`src/design/mtwg_pkg.sv`:
```
// ----------------------------------------------------------------------------
// MT19937 word generator package
// Constants, state memory request type and arithmetic helpers.
// ----------------------------------------------------------------------------
package mtwg_pkg;

	localparam int unsigned WORD_W     = 32;
	localparam int unsigned WORD_COUNT = 624;
	localparam int unsigned MID_OFFSET = 397;
	localparam int unsigned IDX_W      = 10;

	localparam logic [IDX_W-1:0]  UNSEEDED_INDEX = IDX_W'(625);
	localparam logic [IDX_W-1:0]  LAST_INDEX     = IDX_W'(WORD_COUNT - 1);
	localparam logic [WORD_W-1:0] SEED_RESET     = 32'd4357;
	localparam logic [WORD_W-1:0] LCG_MULT       = 32'd69069;
	localparam logic [WORD_W-1:0] TWIST_MATRIX   = 32'h9908_b0df;
	localparam logic [WORD_W-1:0] HIGH_BIT       = 32'h8000_0000;
	localparam logic [WORD_W-1:0] LOW_BITS       = 32'h7fff_ffff;
	localparam logic [WORD_W-1:0] TEMPER_B       = 32'h9d2c_5680;
	localparam logic [WORD_W-1:0] TEMPER_C       = 32'hefc6_0000;

	// One cycle's worth of accesses to the state memory.
	typedef struct packed {
		logic              rd_en;
		logic [IDX_W-1:0]  rd_addr_a;
		logic [IDX_W-1:0]  rd_addr_b;
		logic              wr_en;
		logic [IDX_W-1:0]  wr_addr;
		logic [WORD_W-1:0] wr_data;
	} mtwg_ram_req_t;

	// One step of the 69069 linear congruential seeding, modulo 2^32.
	function automatic logic [WORD_W-1:0] lcg_next(input logic [WORD_W-1:0] s);
		logic [2*WORD_W-1:0] prod;
		prod = s * LCG_MULT;
		return prod[WORD_W-1:0] + WORD_W'(1);
	endfunction

endpackage

```
`src/design/mtwg_twist_unit.sv`:
```
// ----------------------------------------------------------------------------
// MT19937 twist and temper
// Builds the new state word from three old ones and tempers it for output.
// ----------------------------------------------------------------------------
module mtwg_twist_unit
	import mtwg_pkg::*;
(
	input  logic [WORD_W-1:0] cur_word,
	input  logic [WORD_W-1:0] next_word,
	input  logic [WORD_W-1:0] mid_word,
	output logic [WORD_W-1:0] new_word,
	output logic [WORD_W-1:0] tempered_word
);

	logic [WORD_W-1:0] y;
	logic [WORD_W-1:0] t1;
	logic [WORD_W-1:0] t2;
	logic [WORD_W-1:0] t3;

	always_comb begin
		y        = (cur_word & HIGH_BIT) | (next_word & LOW_BITS);
		new_word = mid_word ^ (y >> 1) ^ (y[0] ? TWIST_MATRIX : '0);
		t1       = new_word ^ (new_word >> 11);
		t2       = t1 ^ ((t1 << 7) & TEMPER_B);
		t3       = t2 ^ ((t2 << 15) & TEMPER_C);
		tempered_word = t3 ^ (t3 >> 18);
	end

endmodule

```
`config.mk`:
```
export PLATFORM = sky130hd
export DESIGN_NAME = mtwg_twist_unit
export DESIGN_NICKNAME = d
export VERILOG_FILES = /design/src/design/mtwg_pkg.sv /design/src/design/mtwg_twist_unit.sv
export SDC_FILE = /design/constraint.sdc
export NUM_CORES = 1
export LEC_CHECK = 0
export CAP_MARGIN = 20
export CORE_MARGIN = 10
export CORE_UTILIZATION = 30
export DETAILED_ROUTE_END_ITERATION = 6
export DONT_BUFFER_PORTS = 1
export PLACE_DENSITY_LB_ADDON = 0.08
export SLEW_MARGIN = 20
export SYNTH_ARGS = -nofsm -noshare
export SYNTH_HDL_FRONTEND = slang
export SYNTH_SLANG_ARGS = --single-unit
```
`constraint.sdc`:
```
create_clock -name vclk -period 2.55
set_input_delay 0.1275 -clock vclk [all_inputs]
set_output_delay 0.1275 -clock vclk [all_outputs]
set_load 0.02 [all_outputs]
```
==> results.sh <==
export IMPL_setup_worst_path_end_class="output pin"
export IMPL_ir_drop_mv=0.267
export IMPL_yosys_area_top_type_share_pct=40.3
export IMPL_setup_tns_ns=0
export IMPL_grt_max_degree=16
export IMPL_initialDrtViolationCount=2
export IMPL_synth_area_leaders="xnor2_1 (40%), xor2_1 (26%), xnor3_1 (14%), xor2_4 (4.8%), xor3_2 (4.3%)"
export IMPL_wirelength_um=3350
export IMPL_yosys_warnings=0
export IMPL_drive_above_1_share_pct=17.6
export IMPL_grt_pass1_vias=922
export IMPL_dr_pass1_iters=2
export IMPL_postCtsSetupRepairBufs=0
export IMPL_criticalPathCategory="input pin to output pin"
export IMPL_grt_setup_unrepaired="false"
export IMPL_num_vias=781
export IMPL_grt_pass1_wl_um=4530
export IMPL_synth_top_area_cell="xnor2_1"
export IMPL_hpwl_um=3170
export IMPL_cts_resized=0
export IMPL_nets=223
export IMPL_critPathMaxStageDelay_ns=0.48
export IMPL_die_x_um=81.9
export IMPL_status="completed"
export IMPL_crit_path_top_delay_cell="xnor2_1"
export IMPL_wl_per_cell_um=19.3
export IMPL_start_util_pct=31.2
export IMPL_pin_count=160
export IMPL_final_util_pct=35.4
export IMPL_syn_to_final_growth_pct=13.6
export IMPL_core_um2=3690
export IMPL_min_period_ns=1.87
export IMPL_path_buf_inv=0
export IMPL_die_area_um2=6710
export IMPL_leakagePower_nw=0.569
export IMPL_row_count=22
export IMPL_relSlewSlack_pct=55.8
export IMPL_io_buffers=0
export IMPL_diodes=0
export IMPL_yosysSeqAreaShare_pct=0
export IMPL_die_h_um=81.9
export IMPL_comb_power_share_pct=100.0
export IMPL_critPathTopFamily="XOR/XNOR gates"
export IMPL_gr_usage_all_layers_pct=8.04
export IMPL_setup_viol=0
export IMPL_pre_cts_slack_ns=0.676
export IMPL_switching_share_pct=66.0
export IMPL_critPathMaxFanout=15
export IMPL_ctsHoldBuffers=0
export IMPL_cp_required_ns=2.42
export IMPL_tightest_slew_ns=0.661
export IMPL_p_int_mw=0.422
export IMPL_synth_cells=112
export IMPL_clkPwrFrac_pct=0
export IMPL_n_clock_buffer=0
export IMPL_place_gp_congestion=0.698
export IMPL_p_sw_mw=0.817
export IMPL_fill_cells=395
export IMPL_finalCritPeriodShare_pct=73.5
export IMPL_syn_nets=208
export IMPL_slew_violations=0
export IMPL_ant_nets=0
export IMPL_layout_commonest_cell="xnor2_1"
export IMPL_netlist_area_um2=1150
export IMPL_drv_cap=0
export IMPL_seq_cell_count=0
export IMPL_overflow=0
export IMPL_fmax_mhz=534
export IMPL_hold_path_class="input pin to output pin"
export IMPL_pwr_density_cell_nw_per_um2=948
export IMPL_antenna_found_initial=0
export IMPL_syn_area_per_cell_um2=10.3
export IMPL_seq_area_um2=0
export IMPL_layout_common_cells="xnor2_1 (53), xor2_1 (34), buf_4 (15)"
export IMPL_worst_slack_ns=0.676
export IMPL_synth_cell_types=12
export IMPL_vias_per_cell=4.51
export IMPL_drcViolationCount=0
export IMPL_critical_path_arrival_ns=1.75
export IMPL_power_frac_seq_pct=0
export IMPL_hold_violations=0
export IMPL_worstPathCellList="xnor3_2 -> xor2_4 -> xnor3_1 -> xnor2_1"
export IMPL_worstSetupStartpointType="input pin"
-- power by group through the flow --
stage | registers [mW] | logic (mW) | clock network [mW]
2_1_floorplan | 0 | 1.06 | 0
3_3_place_gp | 0 | 1.27 | 0
3_5_place_dp | 0 | 1.26 | 0
4_1_cts | 0 | 1.27 | 0
5_1_grt | 0 | 1.32 | 0
6_report | 0 | 1.24 | 0
-- cell type report --
type	instances	area, µm²	share of cell area (%)
Timing Repair Buffer	15	113	8.61
Tap cell	48	60.1	4.59
Multi-Input combinational cell	102	1100	84.5
Inverter	8	30.0	2.30
-- worst paths after layout --
| check | startpoint | end | cells past startpoint |
|---|---|---|---|
| hold / removal | mid_word[18] | new_word[18] | 1 |
| setup / recovery | next_word[0] | tempered_word[4] | 4 |
-- metal layers --
metal	GRT usage, %	wire length (µm)
met1	8.59	1090
met2	14.7	1690
met3	4.15	564
met4	0	0
met5	0	0
-- cells in the mapped netlist, drive strengths merged --
cell type / n
buf: 2
xnor3: 8
xor2: 37
xnor2: 54
xor3: 3
inv: 8
-- stage by stage --
step                      hold slack [ns]  cells  area [µm²]  total power, mW
after floorplan                     0.359    112        1150             1.06
after global placement              0.371    173        1310             1.27
after detailed placement            0.370    173        1310             1.26
after CTS                           0.372    173        1310             1.27
after global routing                0.377    173        1310             1.32
final                               0.367    173        1310             1.24
-- logic make-up after synthesis --
kind of cell / after synthesis / share of synthesized area, %
xor+xnor: 102 / 96.0
buf+inv: 10 / 4.02
Note: power is estimated with default switching activity, not from simulation.
